<file path="config.mk">
export PLATFORM = sky130hd
export DESIGN_NAME = base64_stream_encoder_top_flat
export DESIGN_NICKNAME = d
export VERILOG_FILES = /design/src/rtl/core/b64enc_pkg.sv /design/src/rtl/core/b64enc_in_if.sv /design/src/rtl/core/b64enc_out_if.sv /design/src/rtl/core/b64enc_cfg_if.sv /design/src/rtl/core/base64_stream_encoder_top.sv /design/src/rtl/core/b64enc_front.sv /design/src/rtl/core/b64enc_queue.sv /design/src/rtl/core/b64enc_back.sv /design/src/flat_wrapper.sv
export SDC_FILE = /design/constraint.sdc
export NUM_CORES = 1
export LEC_CHECK = 0
export ABC_CLOCK_PERIOD_IN_PS = 4650
export BUFFER_PORTS_ARGS = -buffer_cell sky130_fd_sc_hd__buf_2
export CAP_MARGIN = 30
export CORE_MARGIN = 2
export CORE_UTILIZATION = 51
export CTS_BUF_LIST = sky130_fd_sc_hd__clkbuf_2 sky130_fd_sc_hd__clkbuf_4 sky130_fd_sc_hd__clkbuf_8
export CTS_CLUSTER_SIZE = 20
export DETAILED_ROUTE_END_ITERATION = 7
export PLACE_DENSITY = 0.76
export REMOVE_ABC_BUFFERS = 1
export SETUP_SLACK_MARGIN = 0.5
export SLEW_MARGIN = 25
export SYNTH_ARGS = -nofsm -noshare
export SYNTH_HDL_FRONTEND = slang
export SYNTH_SLANG_ARGS = --single-unit
</file>
<file path="constraint.sdc">
create_clock -name i_clk -period 4.65 [get_ports i_clk]
set_input_delay 0.465 -clock i_clk [delete_from_list [all_inputs] [get_ports i_clk]]
set_output_delay 0.465 -clock i_clk [all_outputs]
set_load 0.01 [all_outputs]
</file>
<file path="src/rtl/core/b64enc_pkg.sv">
// ----------------------------------------------------------------------------
// b64enc_pkg
// Shared types, constants and the symbol map of the streaming base64 encoder.
// ----------------------------------------------------------------------------
package b64enc_pkg;

    // width of the per-job result counts and default queue depth
    localparam int STEP_W          = 3;
    localparam int QUEUE_DEPTH_DEF = 2;

    // ascii codes used outside the symbol map
    localparam logic [6:0] CHAR_PAD  = 7'h3D;   // '='
    localparam logic [6:0] CHAR_NL   = 7'h0A;   // newline
    localparam logic [6:0] CHAR_NONE = 7'h00;   // error result

    // job handed from front to back: up to three bytes left aligned,
    // number of symbols, number of results and the char that fills the rest
    typedef struct packed {
        logic [23:0]       bits;
        logic [STEP_W-1:0] nsym;
        logic [STEP_W-1:0] ntot;
        logic [6:0]        tail;
        logic              err;
        logic              last;
    } t_job;

    // 6-bit value to its base64 symbol
    function automatic logic [6:0] sym(input logic [5:0] v);
        logic [6:0] w;
        begin
            w = {1'b0, v};
            if (v < 6'd26) begin
                sym = 7'h41 + w;            // A..Z
            end else if (v < 6'd52) begin
                sym = 7'h47 + w;            // a..z
            end else if (v < 6'd62) begin
                sym = w - 7'd4;             // 0..9
            end else if (v == 6'd62) begin
                sym = 7'h2B;                // +
            end else begin
                sym = 7'h2F;                // /
            end
        end
    endfunction

endpackage

</file>
<file path="src/rtl/core/b64enc_in_if.sv">
// ----------------------------------------------------------------------------
// b64enc_in_if
// Byte channel into the encoder: one message byte and its end flag per item.
// ----------------------------------------------------------------------------
interface b64enc_in_if;
    logic       valid;
    logic       ready;
    logic [7:0] data_byte;
    logic       last_byte;

    modport source (output valid, output data_byte, output last_byte, input ready);
    modport sink   (input valid, input data_byte, input last_byte, output ready);
endinterface

</file>
<file path="src/rtl/core/b64enc_out_if.sv">
// ----------------------------------------------------------------------------
// b64enc_out_if
// Character channel out of the encoder: one ascii char and its flags per item.
// ----------------------------------------------------------------------------
interface b64enc_out_if;
    logic       valid;
    logic       ready;
    logic [6:0] out_char;
    logic       last_char;
    logic       length_error;

    modport source (output valid, output out_char, output last_char,
                    output length_error, input ready);
    modport sink   (input valid, input out_char, input last_char,
                    input length_error, output ready);
endinterface

</file>
<file path="src/rtl/core/b64enc_cfg_if.sv">
// ----------------------------------------------------------------------------
// b64enc_cfg_if
// Configuration write channel carrying the line mode bit.
// ----------------------------------------------------------------------------
interface b64enc_cfg_if;
    logic valid;
    logic ready;
    logic data;

    modport source (output valid, output data, input ready);
    modport sink   (input valid, input data, output ready);
endinterface

</file>
<file path="src/rtl/core/base64_stream_encoder_top.sv">
// a byte that finishes a group or a message is pushed as a job into the queue; its first
// char then enters the output register; a byte that only joins a group yields nothing
// throughput: one byte per cycle while the job queue has room; chars leave at one per
// cycle through the single output register while the sink is ready
// reset: synchronous active-low i_rst_n clears held bytes, queue, step counter, output
// valid and line mode (normal padding); no clearing pass
// ----------------------------------------------------------------------------
// base64_stream_encoder_top
// Streaming base64 encoder with padding or newline/length check at message end.
// ----------------------------------------------------------------------------
module base64_stream_encoder_top
    import b64enc_pkg::*;
#(
    parameter int QUEUE_DEPTH = QUEUE_DEPTH_DEF
) (
    input  logic                 i_clk,
    input  logic                 i_rst_n,
    b64enc_in_if.sink            i_in,
    b64enc_out_if.source         o_out,
    b64enc_cfg_if.sink           i_cfg
);

    logic r_line_mode;
    logic push;
    logic pop;
    logic queue_full;
    logic job_valid;
    t_job front_job;
    t_job head_job;

    // line mode register
    assign i_cfg.ready = 1'b1;

    always_ff @(posedge i_clk) begin
        if (!i_rst_n) begin
            r_line_mode <= 1'b0;
        end else if (i_cfg.valid) begin
            r_line_mode <= i_cfg.data;
        end
    end

    // byte grouping and classification
    b64enc_front u_front (
        .i_clk        (i_clk),
        .i_rst_n      (i_rst_n),
        .i_valid      (i_in.valid),
        .i_data_byte  (i_in.data_byte),
        .i_last_byte  (i_in.last_byte),
        .o_ready      (i_in.ready),
        .i_line_mode  (r_line_mode),
        .i_queue_full (queue_full),
        .o_push       (push),
        .o_job        (front_job)
    );

    // job queue
    b64enc_queue #(
        .DEPTH (QUEUE_DEPTH)
    ) u_queue (
        .i_clk   (i_clk),
        .i_rst_n (i_rst_n),
        .i_push  (push),
        .i_job   (front_job),
        .o_full  (queue_full),
        .i_pop   (pop),
        .o_valid (job_valid),
        .o_head  (head_job)
    );

    // character generation
    b64enc_back u_back (
        .i_clk          (i_clk),
        .i_rst_n        (i_rst_n),
        .i_job_valid    (job_valid),
        .i_job          (head_job),
        .o_pop          (pop),
        .o_valid        (o_out.valid),
        .i_ready        (o_out.ready),
        .o_out_char     (o_out.out_char),
        .o_last_char    (o_out.last_char),
        .o_length_error (o_out.length_error)
    );

endmodule

</file>
<file path="src/rtl/core/b64enc_front.sv">
// ----------------------------------------------------------------------------
// b64enc_front
// Accepts bytes, groups them in threes and turns each finished group or
// message end into one job for the character back end.
// ----------------------------------------------------------------------------
module b64enc_front
    import b64enc_pkg::*;
(
    input  logic       i_clk,
    input  logic       i_rst_n,
    input  logic       i_valid,
    input  logic [7:0] i_data_byte,
    input  logic       i_last_byte,
    output logic       o_ready,
    input  logic       i_line_mode,
    input  logic       i_queue_full,
    output logic       o_push,
    output t_job       o_job
);

    logic [15:0] r_held_bytes;
    logic [1:0]  r_held_count;
    logic [15:0] n_held_bytes;
    logic [1:0]  n_held_count;
    logic [1:0]  cnt;
    logic        accept;
    logic        full_group;

    assign o_ready = !i_queue_full;
    assign accept  = i_valid && o_ready;

    // a count of three cannot arise, treated as two
    assign cnt        = (r_held_count == 2'd3) ? 2'd2 : r_held_count;
    assign full_group = (cnt == 2'd2);

    // classify the item and build its job
    always_comb begin
        o_job        = '0;
        o_push       = 1'b0;
        n_held_bytes = r_held_bytes;
        n_held_count = r_held_count;
        if (accept) begin
            n_held_bytes = '0;
            n_held_count = '0;
            if (full_group) begin
                o_push      = 1'b1;
                o_job.bits  = {r_held_bytes, i_data_byte};
                o_job.nsym  = STEP_W'(4);
                o_job.ntot  = (i_last_byte && i_line_mode) ? STEP_W'(5) : STEP_W'(4);
                o_job.tail  = CHAR_NL;
                o_job.last  = i_last_byte;
            end else if (!i_last_byte) begin
                n_held_bytes = {r_held_bytes[7:0], i_data_byte};
                n_held_count = cnt + 2'd1;
            end else if (i_line_mode) begin
                o_push      = 1'b1;
                o_job.ntot  = STEP_W'(1);
                o_job.tail  = CHAR_NONE;
                o_job.err   = 1'b1;
                o_job.last  = 1'b1;
            end else if (cnt == 2'd0) begin
                o_push      = 1'b1;
                o_job.bits  = {i_data_byte, 16'h0000};
                o_job.nsym  = STEP_W'(2);
                o_job.ntot  = STEP_W'(4);
                o_job.tail  = CHAR_PAD;
                o_job.last  = 1'b1;
            end else begin
                o_push      = 1'b1;
                o_job.bits  = {r_held_bytes[7:0], i_data_byte, 8'h00};
                o_job.nsym  = STEP_W'(3);
                o_job.ntot  = STEP_W'(4);
                o_job.tail  = CHAR_PAD;
                o_job.last  = 1'b1;
            end
        end
    end

    // pending bytes
    always_ff @(posedge i_clk) begin
        if (!i_rst_n) begin
            r_held_bytes <= '0;
            r_held_count <= '0;
        end else begin
            r_held_bytes <= n_held_bytes;
            r_held_count <= n_held_count;
        end
    end

    a_count_range: assert property (@(posedge i_clk) disable iff (!i_rst_n)
        r_held_count != 2'd3)
        else $error("held count reached three");

    a_last_clears: assert property (@(posedge i_clk) disable iff (!i_rst_n)
        accept && i_last_byte |=> r_held_count == 2'd0)
        else $error("held bytes not cleared after message end");

endmodule

</file>
<file path="src/rtl/core/b64enc_queue.sv">
// ----------------------------------------------------------------------------
// b64enc_queue
// Short job queue between the front and the back end.
// ----------------------------------------------------------------------------
module b64enc_queue
    import b64enc_pkg::*;
#(
    parameter int DEPTH = QUEUE_DEPTH_DEF
) (
    input  logic i_clk,
    input  logic i_rst_n,
    input  logic i_push,
    input  t_job i_job,
    output logic o_full,
    input  logic i_pop,
    output logic o_valid,
    output t_job o_head
);

    localparam int PTR_W = (DEPTH > 1) ? $clog2(DEPTH) : 1;
    localparam int CNT_W = $clog2(DEPTH + 1);

    t_job             r_mem [DEPTH];
    logic [PTR_W-1:0] r_wr_ptr;
    logic [PTR_W-1:0] r_rd_ptr;
    logic [CNT_W-1:0] r_count;
    logic             do_push;
    logic             do_pop;

    assign o_full  = (r_count == CNT_W'(DEPTH));
    assign o_valid = (r_count != '0);
    assign o_head  = r_mem[r_rd_ptr];
    assign do_push = i_push && !o_full;
    assign do_pop  = i_pop && o_valid;

    // storage
    always_ff @(posedge i_clk) begin
        if (do_push) begin
            r_mem[r_wr_ptr] <= i_job;
        end
    end

    // pointers and fill count
    always_ff @(posedge i_clk) begin
        if (!i_rst_n) begin
            r_wr_ptr <= '0;
            r_rd_ptr <= '0;
            r_count  <= '0;
        end else begin
            if (do_push) begin
                r_wr_ptr <= (r_wr_ptr == PTR_W'(DEPTH - 1)) ? '0 : r_wr_ptr + 1'b1;
            end
            if (do_pop) begin
                r_rd_ptr <= (r_rd_ptr == PTR_W'(DEPTH - 1)) ? '0 : r_rd_ptr + 1'b1;
            end
            if (do_push && !do_pop) begin
                r_count <= r_count + 1'b1;
            end else if (do_pop && !do_push) begin
                r_count <= r_count - 1'b1;
            end
        end
    end

    a_no_overflow: assert property (@(posedge i_clk) disable iff (!i_rst_n)
        !(i_push && o_full))
        else $error("job pushed into a full queue");

endmodule

</file>
<file path="src/rtl/core/b64enc_back.sv">
// ----------------------------------------------------------------------------
// b64enc_back
// Walks each job into the output register, one result per cycle unless stalled.
// ----------------------------------------------------------------------------
module b64enc_back
    import b64enc_pkg::*;
(
    input  logic       i_clk,
    input  logic       i_rst_n,
    input  logic       i_job_valid,
    input  t_job       i_job,
    output logic       o_pop,
    output logic       o_valid,
    input  logic       i_ready,
    output logic [6:0] o_out_char,
    output logic       o_last_char,
    output logic       o_length_error
);

    logic [STEP_W-1:0] r_step;
    logic              r_out_valid;
    logic [6:0]        r_out_char;
    logic              r_last_char;
    logic              r_length_error;
    logic              load;
    logic              final_step;
    logic [5:0]        field;
    logic [6:0]        n_char;

    assign load       = i_job_valid && (!r_out_valid || i_ready);
    assign final_step = (r_step == i_job.ntot - STEP_W'(1));
    assign o_pop      = load && final_step;

    // pick the six bits for the current symbol
    always_comb begin
        case (r_step)
            STEP_W'(0): field = i_job.bits[23:18];
            STEP_W'(1): field = i_job.bits[17:12];
            STEP_W'(2): field = i_job.bits[11:6];
            default:    field = i_job.bits[5:0];
        endcase
        n_char = (r_step < i_job.nsym) ? sym(field) : i_job.tail;
    end

    // step counter within the job
    always_ff @(posedge i_clk) begin
        if (!i_rst_n) begin
            r_step <= '0;
        end else if (load) begin
            r_step <= final_step ? '0 : r_step + STEP_W'(1);
        end
    end

    // output register
    always_ff @(posedge i_clk) begin
        if (!i_rst_n) begin
            r_out_valid <= 1'b0;
        end else if (load) begin
            r_out_valid <= 1'b1;
        end else if (i_ready) begin
            r_out_valid <= 1'b0;
        end
    end

    always_ff @(posedge i_clk) begin
        if (load) begin
            r_out_char     <= n_char;
            r_last_char    <= i_job.last && final_step;
            r_length_error <= i_job.err;
        end
    end

    assign o_valid        = r_out_valid;
    assign o_out_char     = r_out_char;
    assign o_last_char    = r_last_char;
    assign o_length_error = r_length_error;

    a_step_bound: assert property (@(posedge i_clk) disable iff (!i_rst_n)
        i_job_valid |-> r_step < i_job.ntot)
        else $error("step counter ran past the job");

    a_err_shape: assert property (@(posedge i_clk) disable iff (!i_rst_n)
        r_out_valid && r_length_error |-> r_last_char && r_out_char == CHAR_NONE)
        else $error("malformed length error item");

endmodule
</file>
<file path="src/flat_wrapper.sv">
// flat-port wrapper written by rule: the top's interface ports become plain ports
module base64_stream_encoder_top_flat import b64enc_pkg::*;
#(
    parameter int QUEUE_DEPTH = QUEUE_DEPTH_DEF
)
  (i_clk, i_rst_n, i_in_valid, i_in_data_byte, i_in_last_byte, i_in_ready, o_out_valid, o_out_out_char, o_out_last_char, o_out_length_error, o_out_ready, i_cfg_valid, i_cfg_data, i_cfg_ready);
  b64enc_in_if i_in_i ();
  b64enc_out_if o_out_i ();
  b64enc_cfg_if i_cfg_i ();
  input  logic i_clk;
  input  logic i_rst_n;
  input wire logic [$bits(i_in_i.valid)-1:0] i_in_valid;
  input wire logic [$bits(i_in_i.data_byte)-1:0] i_in_data_byte;
  input wire logic [$bits(i_in_i.last_byte)-1:0] i_in_last_byte;
  output wire logic [$bits(i_in_i.ready)-1:0] i_in_ready;
  output wire logic [$bits(o_out_i.valid)-1:0] o_out_valid;
  output wire logic [$bits(o_out_i.out_char)-1:0] o_out_out_char;
  output wire logic [$bits(o_out_i.last_char)-1:0] o_out_last_char;
  output wire logic [$bits(o_out_i.length_error)-1:0] o_out_length_error;
  input wire logic [$bits(o_out_i.ready)-1:0] o_out_ready;
  input wire logic [$bits(i_cfg_i.valid)-1:0] i_cfg_valid;
  input wire logic [$bits(i_cfg_i.data)-1:0] i_cfg_data;
  output wire logic [$bits(i_cfg_i.ready)-1:0] i_cfg_ready;
  assign i_in_i.valid = i_in_valid;
  assign i_in_i.data_byte = i_in_data_byte;
  assign i_in_i.last_byte = i_in_last_byte;
  assign i_in_ready = i_in_i.ready;
  assign o_out_valid = o_out_i.valid;
  assign o_out_out_char = o_out_i.out_char;
  assign o_out_last_char = o_out_i.last_char;
  assign o_out_length_error = o_out_i.length_error;
  assign o_out_i.ready = o_out_ready;
  assign i_cfg_i.valid = i_cfg_valid;
  assign i_cfg_i.data = i_cfg_data;
  assign i_cfg_ready = i_cfg_i.ready;
  base64_stream_encoder_top #(.QUEUE_DEPTH(QUEUE_DEPTH)) u_core (.i_clk(i_clk), .i_rst_n(i_rst_n), .i_in(i_in_i), .o_out(o_out_i), .i_cfg(i_cfg_i));
endmodule
</file>
==> reports/summary.md <==
The number of top-level design ports is 27. Measured along the x axis, the die boundary spans 100.6 um. The logs give 0 for the remaining design rule violation count and 10,110 um2 for the die outline area. Buffers placed on the I/O ports in this run total 25. The number of design-rule violations left by the first detailed-router iteration is 243, and the area occupied by registers is 2693 um2.

The tree built by TritonCTS fans out to 99 sinks. Filler cell count in the final layout: 737. Sorting the synthesized cells by area gives the leading types as sky130_fd_sc_hd__edfxtp_1 (45%), sky130_fd_sc_hd__dfxtp_1 (12%), sky130_fd_sc_hd__mux2i_1 (4.2%), sky130_fd_sc_hd__mux2_2 (3.1%), sky130_fd_sc_hd__nand2_1 (3.1%). The worst clock skew on the final layout was 0.01410 ns; the clock transition at the register clock pins on the worst setup and hold paths after CTS was 0.10 ns. STA classifies the critical path endpoint as a flip-flop.

The run gives 6 as the detailed-router iteration count before antenna repair. The logs give 0 for the yosys synthesis warning count and 9 for the TritonCTS buffer count. For the pin with the worst max-slew slack, the measured transition is 0.9163 ns.

The cell count of the worst reg-to-reg path was 8. For this run, the top clock speed supported by timing is 0.3048 GHz. Global routing finished with a remaining overflow of 0. Multi-input combinational cell area: 1917 um2.

Worst hold-check path type: in2reg. The detail-routed net length per standard cell is 17.24 um, and the worst slew slack as a fraction of its limit is 0.3883. In this run the worst path has a maximum fanout of 18. Counting instances, the worst hold path has a depth of 3. Number of synthesized register bits: 99. Number of levels the H-tree was split into: 3.

The tools report the first-pass GRT wire length as 14.67 mm. The data required time of the critical path is 4.77 ns. Max-cap violations in this run came to 0. The run gives 4955 um2 as the post-placement cell area. The area share of the largest cell type after synthesis works out to 0.4484.

The initial antenna violation count is 0. The die is 100.6 um tall. VDD sags by at most 197.4 uV. Dividing the detail-routed via count by the number of cells gives 5.968.

The run finished with clean final reports. The area of the placeable core came out at 9153 um2. Summed over all nets, the half-perimeter wirelength after detailed placement is 6.359 mm. The tree is rooted in a sky130_fd_sc_hd__clkbuf_8. For this design the static power due to leakage is 1.813 nW. The post-detailed-routing wire length was 9.208 mm. Setup repair after global routing left no endpoint under its margin. Total power for the finished layout comes to 2.763 mW. After detailed placement, the design holds a cell count of 518. For the via count of the first global-routing pass, the log shows 2,909.

TritonCTS built the clock tree. The top cell type by total area after synthesis is sky130_fd_sc_hd__edfxtp_1. Setup violations remaining at the end of the flow were counted as 0.

The number of setup buffers added after CTS is 0. For the sequential element share of the synthesized area, the log shows 0.5663. The logs give 58 for the number of library cell types mapped by synthesis and 0.1878 for the overall global routing resource usage.

Leaving out filler cells and counting taps, the final layout contains 534. The kind of start point of the critical path was a flip-flop. The logs give 32 for the largest net degree at the start of global routing and 0 for the number of pins with negative max-slew slack in the final report. The number of hold-repair buffers added at the cts stage is 0. The dominant register cell in the synthesized netlist is sky130_fd_sc_hd__edfxtp_1. The starting utilization of the core area came out at 0.5195. After clock tree synthesis, the repair step resized 0 gates. With fillers left out, the area of the finished cells amounts to 5140 um2.

The critical path in this run is classified as reg2reg. The share of flip-flops with an asynchronous set or reset was 0. Dividing the synthesized area by the synthesized cell count gives 12.07 um2.

The final layout net count was 442; the final critical delay including setup and external delays was 3.280 ns. In this run the remaining antenna-violating nets after routing total 0. No sink is reached through more buffers than the 2 on the longest clock path. The area added between synthesis and finish is 8.105%.

The tools report the cell row count as 35. The final total negative setup slack is 0 ns, and the total standard cell area after synthesis is 4755 um2. The count of mapped cells out of synthesis is 394, and the final weighted congestion in routability-driven placement is 0.8603.

For the data arrival at the endpoint of the critical path, the log shows 3.40 ns. 0 antenna diodes ended up in the layout. Hold violation count in the final report: 0. The source-to-sink clock delay at the later pin of the worst-skew pair is 0.37 ns, and the share of layout cells above drive strength 1 is 0.2009. The final cycle utilization of the critical path was 0.7055; the number of flops mapped to enable cells by yosys was 71.

Power spread over the standard cell area amounts to 537.6 nW/um2. Across all layers, the routed design uses 3,187 vias.
## cell usage in the layout, fill, tap and decap left out, drive strengths merged, types with 2 or more instances in the layout
cell	n
a211oi	3
mux2i	22
xor2	2
a21boi	19
a222oi	3
nor4	2
a31oi	3
clkinv	5
or3	3
nand2b	4
a22o	8
edfxtp	71
a21oi	8
nor3	4
o21ai	20
o22ai	13
mux2	19
inv	10
and2	17
nor2	17
nor2b	8
and3	2
nand2	39
a221oi	5
nand3	21
dfxtp	28
buf	31
clkbuf	9
or2	3
xnor2	3
ha	9
## through the flow
stage	setup WS, ns	util	hold WS [ns]
floorplan	1.402	-	0.4412
global placement	1.477	0.5405	0.4495
detailed placement	1.426	0.5414	0.4567
CTS	1.385	0.5616	0.3419
global route	1.193	0.5616	0.3864
finish	1.370	0.5616	0.3467
## logic make-up (layout without fill, tap and decap cells)
family | Yosys count | in the layout | synth area share
compound gates | 90 | 90 | 0.1426
xor+xnor | 5 | 5 | 0.009212
fa+ha+maj | 10 | 10 | 0.02605
buf+inv | 27 | 56 | 0.03132
flops | 99 | 99 | 0.5663
mux | 41 | 41 | 0.09684
other cells | 1 | 1 | 0.0007887
simple gates | 121 | 121 | 0.1268
## cells in the mapped netlist (4+ instances only)
cell type and number:
sky130_fd_sc_hd__a21oi_1 8, sky130_fd_sc_hd__edfxtp_1 71, sky130_fd_sc_hd__nand2b_1 4, sky130_fd_sc_hd__mux2i_1 20, sky130_fd_sc_hd__nand3_1 21, sky130_fd_sc_hd__nand2_1 39
sky130_fd_sc_hd__o21ai_0 17, sky130_fd_sc_hd__mux2_2 13, sky130_fd_sc_hd__and2_1 15, sky130_fd_sc_hd__nor2_1 15, sky130_fd_sc_hd__a21boi_0 19, sky130_fd_sc_hd__clkbuf_1 9
sky130_fd_sc_hd__dfxtp_1 28, sky130_fd_sc_hd__nor3_1 4, sky130_fd_sc_hd__ha_1 9, sky130_fd_sc_hd__o22ai_1 13, sky130_fd_sc_hd__a22o_1 8, sky130_fd_sc_hd__mux2_4 5
sky130_fd_sc_hd__inv_1 7, sky130_fd_sc_hd__nor2b_1 8
## layout make-up
| class | count | share of cell area |
|---|---|---|
| clock inverters | 7 | 0.01193 |
| flip-flops and latches | 99 | 0.5239 |
| inverters | 9 | 0.007059 |
| multi-input cells | 268 | 0.3729 |
| clock buffers | 9 | 0.02410 |
| repair buffers | 31 | 0.03311 |
| well taps | 111 | 0.02702 |
## final timing paths
| check | end | slack (ns) | start |
|---|---|---|---|
| worst max-delay path | u_core.u_back.o_out_char[1] | 1.37 | flip-flop |
| worst min-delay path | u_core.r_line_mode | 0.35 | i_cfg_data |
| worst max register to register | u_core.u_back.o_out_char[1] | 1.37 | flip-flop |
| worst min register to register | u_core.u_front.r_held_bytes[11] | 0.47 | u_core.u_front.r_held_bytes[11] |
## sequential cells by signal, summed over array words and instances (netlist names), named ones only
| register | count |
|---|---|
| u_core.u_back.o_last_char | 1 |
| u_core.r_line_mode | 1 |
| u_core.u_front.r_held_count | 2 |
| u_core.u_back.r_step | 3 |
| u_core.u_back.o_valid | 1 |
| u_core.u_queue.r_count | 2 |
| u_core.u_front.r_held_bytes | 16 |
| u_core.u_queue.r_wr_ptr | 1 |
| u_core.u_queue.r_mem | 62 |
| u_core.u_back.o_length_error | 1 |
| u_core.u_queue.r_rd_ptr | 1 |
| u_core.u_back.o_out_char | 7 |
## critical path, cell delays in order (launching register included)
cell	delay, ns
sky130_fd_sc_hd__dfxtp_1	0.93
sky130_fd_sc_hd__buf_4	0.30
sky130_fd_sc_hd__mux2_4	0.32
sky130_fd_sc_hd__a221oi_4	0.55
sky130_fd_sc_hd__ha_1	0.38
sky130_fd_sc_hd__xnor2_1	0.15
sky130_fd_sc_hd__a21oi_1	0.15
sky130_fd_sc_hd__o21ai_1	0.09
sky130_fd_sc_hd__a2bb2oi_1	0.15
## metal layers
metal  GRT usage  part of all wire  vias up
met1      0.2503              0.46     1566
met3     0.02774             0.033       11
met5           0                 0        -
met2      0.3134              0.49       91
li1            -                 -     1519
met4     0.06955             0.012        0
## power breakdown
| group | internal [mW] | switching [mW] | leakage [nW] |
|---|---|---|---|
| Clock | 0.204 | 0.321 | 0.0932 |
| Sequential | 1.08 | 0.0532 | 0.913 |
| Combinational | 0.461 | 0.648 | 0.807 |
Power figures use the tool's default switching activity.
